`config.mk`:
```
export PLATFORM = sky130hd
export DESIGN_NAME = s512alu_ctrl
export DESIGN_NICKNAME = d
export VERILOG_FILES = /design/src/hw/rtl/s512alu_pkg.sv /design/src/hw/rtl/s512alu_ctrl.sv
export SDC_FILE = /design/constraint.sdc
export NUM_CORES = 1
export LEC_CHECK = 0
export BUFFER_PORTS_ARGS = -buffer_cell sky130_fd_sc_hd__buf_2
export CORE_UTILIZATION = 48
export DETAILED_ROUTE_END_ITERATION = 16
export PLACE_DENSITY_LB_ADDON = 0.12
export SETUP_SLACK_MARGIN = 0.05
export SLEW_MARGIN = 20
export SYNTH_ARGS = -nofsm -noshare
export SYNTH_HDL_FRONTEND = slang
export SYNTH_SLANG_ARGS = --single-unit
```
`constraint.sdc`:
```
create_clock -name clock -period 2.52 [get_ports clock]
set_input_delay 0.126 -clock clock [delete_from_list [all_inputs] [get_ports clock]]
set_output_delay 0.126 -clock clock [all_outputs]
set_load 0.02 [all_outputs]
```
`src/hw/rtl/s512alu_pkg.sv`:
```
// Shared types and codes of the signed 512-bit ALU.
package s512alu_pkg;

   // Item modes
   localparam logic [1:0] MODE_LOAD_A = 2'd0;
   localparam logic [1:0] MODE_LOAD_B = 2'd1;
   localparam logic [1:0] MODE_RUN    = 2'd2;

   // Operation codes
   localparam logic [2:0] OP_ADD = 3'd0;
   localparam logic [2:0] OP_SUB = 3'd1;
   localparam logic [2:0] OP_MUL = 3'd2;
   localparam logic [2:0] OP_DIV = 3'd3;
   localparam logic [2:0] OP_MOD = 3'd4;
   localparam logic [2:0] OP_SHL = 3'd5;
   localparam logic [2:0] OP_SHR = 3'd6;
   localparam logic [2:0] OP_CMP = 3'd7;

   typedef struct packed {
      logic [1:0]  mode;
      logic [3:0]  limb_index;
      logic [31:0] limb_value;
      logic        sign_negative;
      logic [2:0]  operation;
      logic [9:0]  shift_count;
   } req_payload_type;

   typedef struct packed {
      logic [31:0] result_limb;
      logic [3:0]  result_index;
      logic        result_negative;
      logic        is_less;
      logic        is_equal;
      logic        is_greater;
      logic        divide_by_zero;
      logic        last;
   } rsp_payload_type;

   // Datapath commands
   typedef enum logic [4:0] {
      DP_IDLE,
      DP_LOAD_A,
      DP_LOAD_B,
      DP_SCAN,
      DP_ADD,
      DP_SUB_AB,
      DP_SUB_BA,
      DP_SUB_BR,
      DP_INC_Q,
      DP_MUL_STEP,
      DP_DIV_STEP,
      DP_STEP_END_MUL,
      DP_STEP_END_DIV,
      DP_MUL_INIT,
      DP_DIV_INIT,
      DP_CLEAR,
      DP_SH_LOAD,
      DP_SHL_LIMB,
      DP_SHL_BIT,
      DP_SHR_LIMB,
      DP_SHR_BIT,
      DP_ZERO_SCAN,
      DP_EMIT,
      DP_EMIT_CMP
   } dp_op_type;

   typedef struct packed {
      dp_op_type  op;
      logic       first;
      logic       cin;
      logic [3:0] index;
      logic       neg;
      logic       lt;
      logic       eq;
      logic       gt;
      logic       dz;
      logic       last;
   } dp_cmd_type;

   typedef struct packed {
      logic a_neg;
      logic b_neg;
      logic a_nz;
      logic b_nz;
      logic mag_lt;
      logic mag_eq;
      logic r_nz;
      logic take;
   } dp_status_type;

endpackage

```
`src/hw/rtl/s512alu_ctrl.sv`:
```
// Sequencer of the signed 512-bit ALU: passes, bit steps and result streaming.
module s512alu_ctrl #(
   parameter int LIMB_COUNT = 16,
   parameter int LIMB_BITS  = 32
) (
   input  logic                          clock,
   input  logic                          reset,
   input  logic                          req_valid,
   output logic                          req_ready,
   input  s512alu_pkg::req_payload_type  req_pl,
   output logic                          rsp_valid,
   input  logic                          rsp_ready,
   input  s512alu_pkg::dp_status_type    status,
   output s512alu_pkg::dp_cmd_type       cmd
);
   localparam int TOTAL = LIMB_COUNT * LIMB_BITS;
   localparam int LCW   = $clog2(LIMB_COUNT);
   localparam int SW    = $clog2(TOTAL);
   localparam int TW    = $clog2(TOTAL + 1);
   localparam int CW    = (TW > 10) ? TW : 10;

   typedef enum logic [11:0] {
      ST_IDLE      = 12'b0000_0000_0001,
      ST_SCAN      = 12'b0000_0000_0010,
      ST_DISPATCH  = 12'b0000_0000_0100,
      ST_ADDSUB    = 12'b0000_0000_1000,
      ST_STEP_PASS = 12'b0000_0001_0000,
      ST_STEP_END  = 12'b0000_0010_0000,
      ST_ZREM      = 12'b0000_0100_0000,
      ST_FIX       = 12'b0000_1000_0000,
      ST_SHIFT     = 12'b0001_0000_0000,
      ST_ZRES      = 12'b0010_0000_0000,
      ST_EMIT      = 12'b0100_0000_0000,
      ST_CMP       = 12'b1000_0000_0000
   } state_type;

   state_type      state_ff, state_in;
   logic [LCW-1:0] cnt_ff, cnt_in;
   logic [SW-1:0]  step_ff, step_in;
   logic [CW-1:0]  shamt_ff, shamt_in;
   logic [2:0]     op_ff, op_in;
   logic           neg_ff, neg_in, dz_ff, dz_in, rsp_valid_ff, rsp_valid_in;
   logic           pass_last, slot_free, an, bn, be, accept;

   assign pass_last = cnt_ff == LCW'(LIMB_COUNT - 1);
   assign slot_free = ~rsp_valid_ff | rsp_ready;
   assign an        = status.a_neg & status.a_nz;
   assign bn        = status.b_neg & status.b_nz;
   assign be        = (op_ff == s512alu_pkg::OP_SUB) ? ~bn : bn;
   assign req_ready = state_ff == ST_IDLE;
   assign accept    = req_valid & req_ready;
   assign rsp_valid = rsp_valid_ff;

   always_comb begin
      state_in     = state_ff;
      cnt_in       = cnt_ff;
      step_in      = step_ff;
      shamt_in     = shamt_ff;
      op_in        = op_ff;
      neg_in       = neg_ff;
      dz_in        = dz_ff;
      rsp_valid_in = rsp_valid_ff & ~rsp_ready;
      cmd.op       = s512alu_pkg::DP_IDLE;
      cmd.first    = cnt_ff == '0;
      cmd.cin      = 1'b0;
      cmd.index    = 4'(cnt_ff);
      cmd.neg      = neg_ff & status.r_nz;
      cmd.lt       = 1'b0;
      cmd.eq       = 1'b0;
      cmd.gt       = 1'b0;
      cmd.dz       = dz_ff;
      cmd.last     = pass_last;

      unique case (state_ff)
         ST_IDLE: begin
            if (accept) begin
               unique case (req_pl.mode)
                  s512alu_pkg::MODE_LOAD_A: cmd.op = s512alu_pkg::DP_LOAD_A;
                  s512alu_pkg::MODE_LOAD_B: cmd.op = s512alu_pkg::DP_LOAD_B;
                  s512alu_pkg::MODE_RUN: begin
                     op_in    = req_pl.operation;
                     shamt_in = CW'(req_pl.shift_count);
                     dz_in    = 1'b0;
                     cnt_in   = '0;
                     state_in = ST_SCAN;
                  end
                  default: ;
               endcase
            end
         end
         ST_SCAN: begin
            cmd.op = s512alu_pkg::DP_SCAN;
            cnt_in = pass_last ? '0 : cnt_ff + 1'b1;
            if (pass_last) state_in = ST_DISPATCH;
         end
         ST_DISPATCH: begin
            step_in = '0;
            case (op_ff)
               s512alu_pkg::OP_ADD, s512alu_pkg::OP_SUB: state_in = ST_ADDSUB;
               s512alu_pkg::OP_MUL: begin
                  cmd.op   = s512alu_pkg::DP_MUL_INIT;
                  neg_in   = an ^ bn;
                  state_in = ST_STEP_PASS;
               end
               s512alu_pkg::OP_DIV, s512alu_pkg::OP_MOD: begin
                  if (!status.b_nz) begin
                     cmd.op   = s512alu_pkg::DP_CLEAR;
                     dz_in    = 1'b1;
                     neg_in   = 1'b0;
                     state_in = ST_ZRES;
                  end else begin
                     cmd.op   = s512alu_pkg::DP_DIV_INIT;
                     state_in = ST_STEP_PASS;
                  end
               end
               s512alu_pkg::OP_SHL, s512alu_pkg::OP_SHR: begin
                  cmd.op   = s512alu_pkg::DP_SH_LOAD;
                  neg_in   = an;
                  state_in = ST_SHIFT;
               end
               default: state_in = ST_CMP;
            endcase
         end
         ST_ADDSUB: begin
            // like signs add, unlike signs take the larger magnitude minus the smaller
            if (an == be) begin
               cmd.op = s512alu_pkg::DP_ADD;
               neg_in = an;
            end else if (!status.mag_lt) begin
               cmd.op = s512alu_pkg::DP_SUB_AB;
               neg_in = an;
            end else begin
               cmd.op = s512alu_pkg::DP_SUB_BA;
               neg_in = be;
            end
            cnt_in = pass_last ? '0 : cnt_ff + 1'b1;
            if (pass_last) state_in = ST_ZRES;
         end
         ST_STEP_PASS: begin
            cmd.op = (op_ff == s512alu_pkg::OP_MUL) ? s512alu_pkg::DP_MUL_STEP
                                                    : s512alu_pkg::DP_DIV_STEP;
            cnt_in = pass_last ? '0 : cnt_ff + 1'b1;
            if (pass_last) state_in = ST_STEP_END;
         end
         ST_STEP_END: begin
            cmd.op = (op_ff == s512alu_pkg::OP_MUL) ? s512alu_pkg::DP_STEP_END_MUL
                                                    : s512alu_pkg::DP_STEP_END_DIV;
            if (step_ff == SW'(TOTAL - 1)) begin
               state_in = (op_ff == s512alu_pkg::OP_MUL) ? ST_ZRES : ST_ZREM;
            end else begin
               step_in  = step_ff + 1'b1;
               state_in = ST_STEP_PASS;
            end
         end
         ST_ZREM: begin
            cmd.op = s512alu_pkg::DP_ZERO_SCAN;
            cnt_in = pass_last ? '0 : cnt_ff + 1'b1;
            if (pass_last) state_in = ST_FIX;
         end
         ST_FIX: begin
            if (op_ff == s512alu_pkg::OP_DIV) begin
               // negative dividend with a remainder rounds the quotient away
               cmd.op  = s512alu_pkg::DP_INC_Q;
               cmd.cin = an & status.r_nz;
               neg_in  = an ^ bn;
               cnt_in  = pass_last ? '0 : cnt_ff + 1'b1;
               if (pass_last) state_in = ST_ZRES;
            end else begin
               neg_in = 1'b0;
               if (an & status.r_nz) begin
                  cmd.op = s512alu_pkg::DP_SUB_BR;
                  cnt_in = pass_last ? '0 : cnt_ff + 1'b1;
                  if (pass_last) state_in = ST_ZRES;
               end else begin
                  state_in = ST_ZRES;
               end
            end
         end
         ST_SHIFT: begin
            if (shamt_ff >= CW'(TOTAL)) begin
               cmd.op   = s512alu_pkg::DP_CLEAR;
               state_in = ST_ZRES;
            end else if (shamt_ff >= CW'(LIMB_BITS)) begin
               cmd.op   = (op_ff == s512alu_pkg::OP_SHL) ? s512alu_pkg::DP_SHL_LIMB
                                                         : s512alu_pkg::DP_SHR_LIMB;
               shamt_in = shamt_ff - CW'(LIMB_BITS);
            end else if (shamt_ff != '0) begin
               cmd.op   = (op_ff == s512alu_pkg::OP_SHL) ? s512alu_pkg::DP_SHL_BIT
                                                         : s512alu_pkg::DP_SHR_BIT;
               shamt_in = shamt_ff - 1'b1;
            end else begin
               state_in = ST_ZRES;
            end
         end
         ST_ZRES: begin
            cmd.op = s512alu_pkg::DP_ZERO_SCAN;
            cnt_in = pass_last ? '0 : cnt_ff + 1'b1;
            if (pass_last) state_in = ST_EMIT;
         end
         ST_EMIT: begin
            if (slot_free) begin
               cmd.op       = s512alu_pkg::DP_EMIT;
               rsp_valid_in = 1'b1;
               cnt_in       = pass_last ? '0 : cnt_ff + 1'b1;
               if (pass_last) state_in = ST_IDLE;
            end
         end
         ST_CMP: begin
            if (an != bn) begin
               cmd.lt = an;
               cmd.gt = bn;
            end else if (status.mag_eq) begin
               cmd.eq = 1'b1;
            end else begin
               cmd.lt = status.mag_lt ^ an;
               cmd.gt = ~status.mag_lt ^ an;
            end
            if (slot_free) begin
               cmd.op       = s512alu_pkg::DP_EMIT_CMP;
               rsp_valid_in = 1'b1;
               state_in     = ST_IDLE;
            end
         end
         default: state_in = ST_IDLE;
      endcase
   end

   always_ff @(posedge clock) begin
      if (reset) begin
         state_ff     <= ST_IDLE;
         cnt_ff       <= '0;
         rsp_valid_ff <= 1'b0;
      end else begin
         state_ff     <= state_in;
         cnt_ff       <= cnt_in;
         rsp_valid_ff <= rsp_valid_in;
      end
   end

   always_ff @(posedge clock) begin
      step_ff  <= step_in;
      shamt_ff <= shamt_in;
      op_ff    <= op_in;
      neg_ff   <= neg_in;
      dz_ff    <= dz_in;
   end
endmodule

```
## Yosys cells after proc, flatten, opt, wreduce, memory -nomap -nowiden

Index checks and enable logic that the tools add are counted.

- Bits in registers: 41
- Output and inout bits: 19
- Word-level logic and storage cells: 169
- Bits in writable memories: 0
- Memories: 0
- Input port bits: 64
- Bits in latches: 0
- Bits in read-only memories: 0

- Equal/unequal tests: 43
- Reductions and logical operators: 22
- Order comparisons: 2
- Muxes and demuxes: 76
- Div/mod/pow operators: 0
- Add/sub/neg operators: 4
- $mul: 0
- Bitwise gates (word level): 14
- Shift operators: 0

Operators with widths:

| operator | number |
|---|---|
| $mux 12 | 15 |
| $pmux 12 s12 | 1 |
| $mux 10 | 8 |
| $pmux 5 s11 | 1 |
| $pmux 12 s4 | 1 |
| $mux 4 | 7 |
| $mux 5 | 5 |
| $ne 2x2->1 const B | 11 |
| $mux 1 | 20 |
| $pmux 10 s2 | 1 |
| $pmux 9 s2 | 1 |
| $pmux 4 s4 | 1 |
| $ne 3x3->1 const B | 5 |
| $pmux 5 s3 | 1 |
| $reduce_and 5->1 | 3 |
| $eq 12x1->1 const B | 1 |
| $eq 12x10->1 const B | 1 |
| $eq 12x11->1 const B | 1 |
| $eq 12x12->1 const B | 1 |
| $eq 12x2->1 const B | 1 |
| $eq 12x3->1 const B | 1 |
| $eq 12x4->1 const B | 1 |
| $eq 12x5->1 const B | 1 |
| $eq 12x6->1 const B | 1 |
| other kinds (42) | 71 |

## Depth between registers and ports, before layout

Gate-level depths: netlist of the first run.

- Word-level depth: 6
- Mapped depth: 9
- Gate-level depth less buffers: 9

## Least setup slack after synthesis of the first run

Ideal clock, no wire load.

- Path type: reg-to-reg
- Start: register state_ff[9]
- End: register step_ff[0], enable pin
- Data arrival time: 2268 ps
- Stages on the path, launching flop included: 6
- Required time: 2133 ps
- Setup time: 387 ps
- Clock period less this slack: 2655 ps
- Setup slack: -135 ps
- Path buffers: 2
- Cell sequence: dfxtp_1 -> buf_2 -> nor4_1 -> nand4_1 -> clkbuf_1 -> o21ai_0

- Cells in the longest elaborated chain, start to end: 3
- Elaborated cells between the ends (all ways): 5
- Classes of those cells: 3 x eq/ne; 2 x reduce/logical

RTL lines:

| item | line | RTL |
|---|---|---|
| start: declaration | s512alu_ctrl.sv:37 | `state_type state_ff, state_in;` |
| start signal: assignment | s512alu_ctrl.sv:234 | `state_ff <= state_in;` |
| $eq 12x6->1 or $eq 12x3->1 (tied branches) | s512alu_ctrl.sv:74 | `unique case (state_ff)` |
| $ne 2x2->1 (no line) or $reduce_bool 2->1 (tied branches) | n/a |  |
| $reduce_and 2->1 (no line) * | n/a |  |
| end signal: assignment | s512alu_ctrl.sv:241 | `step_ff <= step_in;` |
| end: declaration | s512alu_ctrl.sv:39 | `logic [SW-1:0] step_ff, step_in;` |

Every way passes the cells marked *; elsewhere a longest branch is shown, timed or not.
A chain may end at the register's enable or synchronous reset.

==> results of run 1 <==
==> worst paths after layout <==
check                               from                  endpoint  slack [ns]  depth (start not counted)
setup / recovery   shamt_ff[7]$_DFFE_PP_                   cmd[13]        0.05                          7
hold / removal                req_pl[12]        op_ff[2]$_DFFE_PP_       0.005                          1
setup reg to reg   shamt_ff[7]$_DFFE_PP_  state_ff[8]$_SDFFE_PP0P_        0.07                          7
hold reg to reg   cnt_ff[1]$_SDFFE_PP0P_    cnt_ff[1]$_SDFFE_PP0P_        0.52                          2
==> through the flow <==
| step | power, uW | util [%] | cells | hold WS, ns | worst slack (ns) |
|---|---|---|---|---|---|
| after floorplan | 1130 | - | 363 | 0.225 | 0.110 |
| final | 1850 | 61.6 | 508 | 0.00526 | 0.0488 |
| after detailed placement | 1300 | 57.8 | 494 | 0.304 | 0.0537 |
| after global placement | 1290 | 57.8 | 494 | 0.309 | 0.0947 |
| after CTS | 1810 | 60.4 | 504 | 0.00593 | 0.0521 |
| after global routing | 1940 | 61.6 | 508 | 0.00426 | 0.0189 |
==> cell families (layout without fill, tap and decap cells) <==
kind of cell | count (synthesis) | in the layout | synth area share, %
AND/OR/NAND/NOR | 177 | 177 | 33.3
AO/OA/AOI/OAI | 80 | 80 | 16.3
flip-flops | 41 | 41 | 35.8
buffers and inverters | 39 | 109 | 5.96
XOR/XNOR | 18 | 18 | 5.32
adder cells (fa/ha/maj) | 7 | 7 | 2.96
multiplexers | 1 | 1 | 0.338
==> area by class of cell <==
class / count / area, um^2 / share of cell area (%)
well taps: 75 / 93.8 / 2.57
inverters: 17 / 63.8 / 1.75
multi-input cells: 283 / 1800 / 49.2
flip-flops and latches: 41 / 1060 / 29.1
clock buffers: 7 / 97.6 / 2.67
repair buffers: 84 / 527 / 14.4
clock inverters: 1 / 8.76 / 0.240
==> registers in the layout, indices dropped and copies added (netlist names) <==
register / flops
state_ff: 12
shamt_ff: 10
step_ff: 9
cnt_ff: 4
op_ff: 3
dz_ff: 1
neg_ff: 1
rsp_valid: 1
==> placed cells by master (no fill, tap or decap), types with 3 or more instances in the layout <==
cell type and n:
a211oi_1 4, a22oi_1 4, xnor2_1 9, nor3b_1 5, or3_1 5, nor2_1 31, o21ai_1 4, nor3_2 4
clkbuf_8 5, buf_2 43, nand2_1 33, inv_1 17, or4_1 5, nor2b_1 8, nor3_1 12, nand2b_1 7
a21oi_1 20, nand4_1 9, and2_1 5, nor4_1 3, nand3b_1 6, o211ai_1 3, xor2_1 9, dfxtp_1 15
a311oi_1 3, a31oi_1 3, edfxtp_1 24, o21ai_0 26, nand3_1 16, and3_1 7, buf_4 40, ha_1 7
==> what timing repair did <==
| item | in CTS | in global routing |
|---|---|---|
| resized for setup | 5 | 12 |
| hold buffers | 0 | 0 |
| hold endpoints to repair | 0 | 0 |
| setup buffers | 2 | 4 |
| setup endpoints to repair | 8 | 10 |
| cloned | 0 | 0 |
| pin swaps | 1 | 3 |
==> metal layers <==
layer  vias to the layer above  part of all wire [%]  global-route usage [%]
li1                       1469                     -                       -
met4                         0                   1.7                    7.14
met2                        95                    44                    39.4
met3                        13                   4.8                    3.98
met5                         -                     0                       0
met1                      1350                    50                    35.3
==> power breakdown <==
part | switching, uW | internal (uW) | leakage (uW)
logic | 313 | 264 | 0.00111
registers | 45.7 | 739 | 0.000380
clock network | 233 | 257 | 0.0000536
==> run metrics, run 1 <==
P_leak=roughly 0.0015 uW; worst vdd ir=0.000336 V; CP Cell Sequence=or3_4 -> or3_4 -> a21oi_2 -> nand2b_1 -> or3_1 -> nand4_1 -> buf_6; worst-case clock buffer depth=2; max-cap violation count=0; core outline area=just under 6000 um^2; Ant. Diodes=0; CTS H-Tree Depth=2; critical path type=reg2out; I/O pins=83; Syn Inst Count=363; area fraction of the dominant cell type after synthesis=24.3%; Top delay family on crit path=simple AND/OR/NAND/NOR gates; ranking of synthesized cells by area=edfxtp_1 24%, dfxtp_1 11%, o21ai_0 4.7%; layout cell share with drive strength beyond 1=25.4%; WP buf/inv=1; DRC=0; EDFF count, synth=24; setup repair after global routing missed its margin=yes; status=finished clean; Most common cell on crit path=or3_4; Rel. slew slack=63.1%; power per cell area=508 nW/um^2; total gr overflow=0; hpwl dp=5840 um; Placed Area=around 3400 um^2; Routed WL=7740 um; Die Y=between 80 and 90 um; Synth async-reset ratio=0%; period utilization=approximately 100%; CP endpoint kind=output port; worst-path cell with the longest stage delay=edfxtp_1; Initial Utilization=50.0%; worst-case clock skew=0.00925 ns; Mapped Avg Cell Area=a little over 8 um^2; vias per cell=5.76; Yosys top cell by area=edfxtp_1; row cnt=28; clock root cell=clkbuf_8; Seq cells post-synth=slightly above 40; vias in the first global route=2658; die area=6490 um^2; Setup TNS=0 ns; CP peak stage delay=between 0.4 and 0.5 ns; Worst-Skew Late Latency=~0.3 ns; synthesized area=2960 um^2; Primary FF master, synth=edfxtp_1; clk slew on worst S/H paths=0.08 ns; vias=2927; synth-to-layout area growth=23.2%; Nets=503; syn nets=434; crit path max fanout=4; most numerous cell in the Yosys netlist=nand2_1; Post-synth top cells=33 x nand2_1, 32 x nor2_1, 28 x o21ai_0; max frequency=405 MHz; Filler Cells Inserted=546; worst-margin pin slew=0.553 ns; final max-slew violation count=0; Num CTS Buffers=5; post-route minimum period=2.47 ns; Pre-antenna DRT Iters=5; warnings from Yosys=0; first-pass GRT wire length=12500 um; WP data required=about 2.4 ns; worst hold path type=in2reg; port bufs=44; Fin. Hold Viols=0; wire per inst=15.2 um; clk sinks=41; count of final setup violators=0; Worst Path Arrival=2.35 ns; Initial DRC Count=152; routability cong.=a little under 0.9; gr usage total=25.1%; CTS tree=yes; initial antenna violation count=0; Netlist cell types=56; remaining antenna violation count after routing=0; chip width=80.6 um; final instance area=3650 um^2; startpoint types=flop; register area share after synthesis=35.8%; largest net degree at the start of global routing=22
(Power assumes the default switching activity.)
==> inputs of run 2 (changes only) <==
--- a/config.mk
+++ b/config.mk
@@ -9,4 +9,5 @@
 export CORE_UTILIZATION = 48
 export DETAILED_ROUTE_END_ITERATION = 16
+export GPL_TIMING_DRIVEN = 0
 export PLACE_DENSITY_LB_ADDON = 0.12
 export SETUP_SLACK_MARGIN = 0.05
==> constraint.sdc (replaced) <==
create_clock -name clock -period 2.52 [get_ports clock]
set_input_delay 0.504 -clock clock [delete_from_list [all_inputs] [get_ports clock]]
set_output_delay 0.504 -clock clock [all_outputs]
set_load 0.02 [all_outputs]
==> run metrics, run 2 (synthesized netlist as in run 1, its figures left out) <==
routability cong.=0.864 (was 0.890); worst vdd ir=0.000347 V (was 0.000336 V); DRC=0 (unchanged); CTS tree=yes (unchanged); Nets=503 (unchanged); violated checks=negative setup slack; Worst-Skew Late Latency=0.31 ns (was 0.30 ns); WP buf/inv=1 (unchanged); worst-margin pin slew=0.716 ns (was 0.553 ns); row cnt=28 (unchanged); Initial Utilization=50.0% (unchanged); Pre-antenna DRT Iters=5 (unchanged); initial antenna violation count=0 (unchanged); Most flops, register=state_ff (unchanged); met2 Track Usage GR=44.9% (was 39.4%); commonest non-fill, non-tap cells in the layout=39 x buf_2, 31 x nand2_1, 29 x nor2_1 (was 43 x buf_2, 40 x buf_4, 33 x nand2_1); met1 global-route usage=33.5% (was 35.3%); Final Hold Slack=0.366 ns (was 0.00526 ns); Die Y=80.6 um (unchanged); WP data required=2.02 ns (was 2.39 ns); CTS H-Tree Depth=2 (unchanged); Routed WL=8550 um (was 7740 um); vias in the first global route=2850 (was 2658); Num CTS Buffers=5 (unchanged); Most Crowded Layer GR=met2 (unchanged); fin cells=508 (unchanged); power per cell area=537 nW/um^2 (was 508 nW/um^2); period utilization=112% (was 98.1%); P_leak=0.00155 uW (about the same); Tot Pwr=2050 uW (was 1850 uW); largest net degree at the start of global routing=15 (was 22); die area=6490 um^2 (unchanged); Worst Path Arrival=2.31 ns (was 2.35 ns); Worst R2R Setup Slack=-0.16 ns (was 0.07 ns); Fin. Hold Viols=0 (unchanged); Initial DRC Count=190 (was 152); CP peak stage delay=0.42 ns (about the same); critical path type=reg2out (unchanged); gr usage total=26.7% (was 25.1%); max-cap violation count=0 (unchanged); max frequency=355 MHz (was 405 MHz); chip width=80.6 um (unchanged); Top delay family on crit path=simple AND/OR/NAND/NOR gates (unchanged); status=complete, but fails checks (was finished clean); max FFs per register=12 (unchanged); port bufs=43 (was 44); I/O pins=83 (unchanged); worst-case clock buffer depth=2 (unchanged); Placed Cells=481 (was 494); Filler Cells Inserted=496 (was 546); clk sinks=41 (unchanged); final worst slack=-0.296 ns (was 0.0488 ns); worst-path cell with the longest stage delay=edfxtp_1 (unchanged); hpwl dp=5790 um (was 5840 um); first-pass GRT wire length=13200 um (was 12500 um); count of final setup violators=8 (was 0); Ant. Diodes=0 (unchanged); worst hold path type=in2reg (unchanged); GRT met3 Usage=4.20% (was 3.98%); total gr overflow=0 (unchanged); wire per inst=16.8 um (was 15.2 um); CTS Hold Bufs=0 (unchanged); CP endpoint kind=output port (unchanged); clk slew on worst S/H paths=0.09 ns (was 0.08 ns); synth-to-layout area growth=29.0% (was 23.2%); vias per cell=5.97 (was 5.76); vias=3031 (was 2927); setup repair after global routing missed its margin=yes (unchanged); final max-slew violation count=0 (unchanged); crit path max fanout=3 (was 4); clock root cell=clkbuf_8 (unchanged); startpoint types=flop (unchanged); CP Cell Sequence=or3_4 -> nor3_1 -> a311oi_4 -> a31oi_1 -> nand3b_1 -> buf_2 (was or3_4 -> or3_4 -> a21oi_2 -> nand2b_1 -> or3_1 -> nand4_1 -> buf_6); post-route minimum period=2.82 ns (was 2.47 ns); Rel. slew slack=51.8% (was 63.1%); most common cell after layout, fill and taps aside=buf_2 (unchanged); largest registers=state_ff x12, shamt_ff x10, step_ff x9 (unchanged); remaining antenna violation count after routing=0 (unchanged); core outline area=5920 um^2 (unchanged); worst-case clock skew=0.00700 ns (was 0.00925 ns); layout cell share with drive strength beyond 1=29.3% (was 25.4%)
[run 2: cell type report]
type | instances | area, um^2 | share of cell area [%]
Sequential cell | 41 | 1070 | 28.1
Tap cell | 75 | 93.8 | 2.46
Clock inverter | 3 | 46.3 | 1.21
Timing Repair Buffer | 64 | 408 | 10.7
Buffer | 20 | 139 | 3.64
Clock buffer | 5 | 68.8 | 1.80
Multi-Input combinational cell | 283 | 1930 | 50.5
Inverter | 17 | 63.8 | 1.67
[run 2: repair_timing]
item | 4_1_cts | 5_1_grt
buffers inserted | 14 | 6
gates cloned | 0 | 1
pin swaps | 16 | 8
endpoints found under the setup margin | 40 | 30
resized for setup | 45 | 26
[run 2: worst paths after layout]
kind	startpoint	to	cells past startpoint
setup reg to reg	shamt_ff[7]$_DFFE_PP_	state_ff[8]$_SDFFE_PP0P_	6
hold reg to reg	cnt_ff[0]$_SDFFE_PP0P_	cnt_ff[0]$_SDFFE_PP0P_	2
setup / recovery	shamt_ff[7]$_DFFE_PP_	cmd[16]	6
hold / removal	req_pl[11]	op_ff[1]$_DFFE_PP_	1
[run 2: metrics by stage]
stage | cell area (um^2) | worst slack [ns] | utilization, % | TNS, ns
after CTS | 3700 | -0.285 | 62.5 | -0.991
after global routing | 3820 | -0.364 | 64.5 | -1.77
final | 3820 | -0.296 | 64.5 | -1.29
after global placement | 3310 | -0.334 | 55.9 | -4.39
after floorplan | 3000 | 0.0593 | - | 0
after detailed placement | 3310 | -0.416 | 55.9 | -5.38
[run 2: power by group]
group | internal, uW | switching (uW) | leakage (uW)
sequential | 741 | 43.1 | 0.000382
combinational | 334 | 377 | 0.00111
clock | 297 | 260 | 0.0000543
total | 1370 | 680 | 0.00155
[run 2: routing by layer]
metal	routed length, um	vias to the layer above
met5	0	-
met4	196	0
met3	400	22
met2	4190	111
met1	3760	1431
li1	-	1467
==> inputs of run 3 (changes only) <==
- CORE_UTILIZATION: 48 -> 49
- CTS_BUF_LIST: default -> sky130_fd_sc_hd__clkbuf_4 sky130_fd_sc_hd__clkbuf_8
==> run metrics, run 3 (synthesized netlist as in run 1, its figures left out) <==
status=complete, but fails checks (unchanged); violated checks=negative setup slack (unchanged); Worst R2R Setup Slack=-0.23 ns (was -0.16 ns); final max-slew violation count=0 (unchanged); max FFs per register=12 (unchanged); clock root cell=clkbuf_8 (unchanged); worst reg2reg path depth=15 (was 6); DRC=0 (unchanged); vias in the first global route=2819 (was 2850); commonest non-fill, non-tap cells in the layout=36 x buf_4, 34 x buf_2, 31 x nand2_1 (was 39 x buf_2, 31 x nand2_1, 29 x nor2_1); sequential fraction of design power=37.9% (was 38.2%); core outline area=5680 um^2 (was 5920 um^2); clk slew on worst S/H paths=0.08 ns (was 0.09 ns); met1 global-route usage=34.8% (was 33.5%); worst reg2reg path startpoint=state_ff[10]$_SDFFE_PP0P_ (was shamt_ff[7]$_DFFE_PP_); internal power=1420 uW (was 1370 uW); Worst-Skew Late Latency=0.30 ns (was 0.31 ns); Nets=516 (was 503); Most Crowded Layer GR=met2 (unchanged); wire per inst=16.6 um (was 16.8 um); worst hold path type=in2reg (unchanged); Setup TNS=-1.32 ns (was -1.29 ns); period utilization=112% (about the same); worst vdd ir=0.000469 V (was 0.000347 V); Rel. slew slack=50.8% (was 51.8%); Sw Pwr=645 uW (was 680 uW); hold depth=1 (unchanged); worst-case clock skew=0.00263 ns (was 0.00700 ns); WP data required=2.02 ns (about the same); total gr overflow=0 (unchanged); port bufs=43 (unchanged); remaining antenna violation count after routing=0 (unchanged); GRT met3 Usage=4.46% (was 4.20%); Initial Utilization=52.2% (was 50.0%); Placed Cells=478 (was 481); largest net degree at the start of global routing=15 (unchanged); first-pass GRT wire length=13300 um (was 13200 um); routability cong.=0.905 (was 0.864); Ant. Diodes=0 (unchanged); Final Hold Slack=0.378 ns (was 0.366 ns); Clock power frac=31.4% (was 27.1%); startpoint types=flop (unchanged); I/O pins=83 (unchanged); final worst slack=-0.296 ns (about the same); post-route minimum period=2.82 ns (about the same); max-cap violation count=0 (unchanged); utilization after layout=70.6% (was 64.5%); vias per cell=6.02 (was 5.97); most common cell after layout, fill and taps aside=buf_4 (was buf_2); power per cell area=516 nW/um^2 (was 537 nW/um^2); row cnt=27 (was 28); critical path type=reg2out (unchanged); Hold Crit Endpoint=op_ff[0]$_DFFE_PP_ (was op_ff[1]$_DFFE_PP_); setup repair after global routing missed its margin=yes (unchanged); Num CTS Buffers=5 (unchanged); gr usage total=27.0% (was 26.7%); Fin. Hold Viols=0 (unchanged); largest registers=state_ff x12, shamt_ff x10, step_ff x9 (unchanged); CTS tree=yes (unchanged); Initial DRC Count=252 (was 190); chip width=79.7 um (was 80.6 um); worst-case clock buffer depth=2 (unchanged); CP endpoint kind=output port (unchanged); count of final setup violators=8 (unchanged); clk sinks=41 (unchanged); Comb pwr share=30.7% (was 34.7%); Pre-antenna DRT Iters=5 (unchanged); worst-path cell with the longest stage delay=or3_4 (was edfxtp_1); fin cells=518 (was 508); switch share=31.2% (was 33.2%); Most flops, register=state_ff (unchanged); worst-margin pin slew=0.730 ns (was 0.716 ns); hold_sp=req_pl[10] (was req_pl[11]); CTS H-Tree Depth=2 (unchanged); reg2reg end=neg_ff$_DFFE_PP_ (was state_ff[8]$_SDFFE_PP0P_); vias=3118 (was 3031); Worst Path Arrival=2.31 ns (about the same); die area=6360 um^2 (was 6490 um^2); Die Y=79.7 um (was 80.6 um); max frequency=355 MHz (about the same); met2 Track Usage GR=44.8% (was 44.9%); CP peak stage delay=0.43 ns (was 0.42 ns); P_leak=0.00165 uW (was 0.00155 uW); Filler Cells Inserted=448 (was 496); layout cell share with drive strength beyond 1=32.3% (was 29.3%); synth-to-layout area growth=35.4% (was 29.0%); CP Cell Sequence=or3_4 -> or3_4 -> buf_4 -> a211oi_4 -> a311o_1 -> buf_4 (was or3_4 -> nor3_1 -> a311oi_4 -> a31oi_1 -> nand3b_1 -> buf_2); dpl ws=-0.302 ns (was -0.416 ns); crit path max fanout=4 (was 3); Routed WL=8580 um (was 8550 um); hpwl dp=5770 um (was 5790 um); initial antenna violation count=0 (unchanged)
-- run 3: changes by cell type in the layout (fill, tap and decap cells not counted), moves of 2 or more --
cell and change:
buf_2 -5, buf_4 +11, buf_6 +8, dfxtp_2 -3
dfxtp_4 +2, nand2_2 -2, nand2_4 +2, nor2_4 +2
-- run 3: worst max-delay path: cells and delay by family, from the launching register on --
| kind | cells | cell delay [ns] |
|---|---|---|
| buf+inv | 2 | 0.30 |
| compound gates | 2 | 0.51 |
| simple gates | 2 | 0.79 |
| flops | 1 | 0.41 |
-- run 3: layout make-up --
type                    count  area (um^2)  area share [%]
plain buffers              20          139            3.46
clock buffers               5         68.8            1.72
clock inverters             3         68.8            1.72
inverters                  17         63.8            1.59
multi-input cells         283         1970            49.1
flip-flops and latches     41         1080            26.8
well taps                  72         90.1            2.25
repair buffers             77          534            13.3
-- run 3: per-stage QoR --
stage               area [um^2]  power (uW)
finish                     4010        2070
global route               4010        2150
CTS                        3790        1980
detailed placement         3300        1270
global placement           3300        1260
floorplan                  3000        1140
-- run 3: power groups by stage --
stage / clock (uW) / sequential (uW) / combinational, uW
3_5_place_dp: 0 / 789 / 479
3_3_place_gp: 0 / 787 / 471
6_report: 650 / 785 / 635
5_1_grt: 679 / 788 / 686
2_1_floorplan: 0 / 781 / 355
4_1_cts: 654 / 782 / 547
-- run 3: per-layer routing --
metal / up-vias / wire length (um)
li1: 1498 / -
met1: 1480 / 3640
met2: 112 / 4200
met3: 28 / 499
met4: 0 / 243
met5: - / 0
-- run 3: worst max path at each step --
stage	startpoint	endpoint	slack [ns]	depth (start not counted)
floorplan	shamt_ff[7]$_DFFE_PP_	cmd[13]	0.06	6
global placement	state_ff[9]$_SDFFE_PP0P_	cmd[13]	-0.31	9
detailed placement	state_ff[3]$_SDFFE_PP0P_	cmd[16]	-0.30	7
CTS	shamt_ff[6]$_DFFE_PP_	cmd[13]	-0.28	7
global route	state_ff[10]$_SDFFE_PP0P_	neg_ff$_DFFE_PP_	-0.42	15
finish	shamt_ff[6]$_DFFE_PP_	cmd[14]	-0.30	6
-- run 3: repair_timing --
item / in CTS / in global routing
buffers inserted: 21 / 12
pin swaps: 10 / 17
hold buffers: 0 / 0
gates resized for setup: 55 / 39
endpoints found under the setup margin: 37 / 26
cloned: 0 / 1
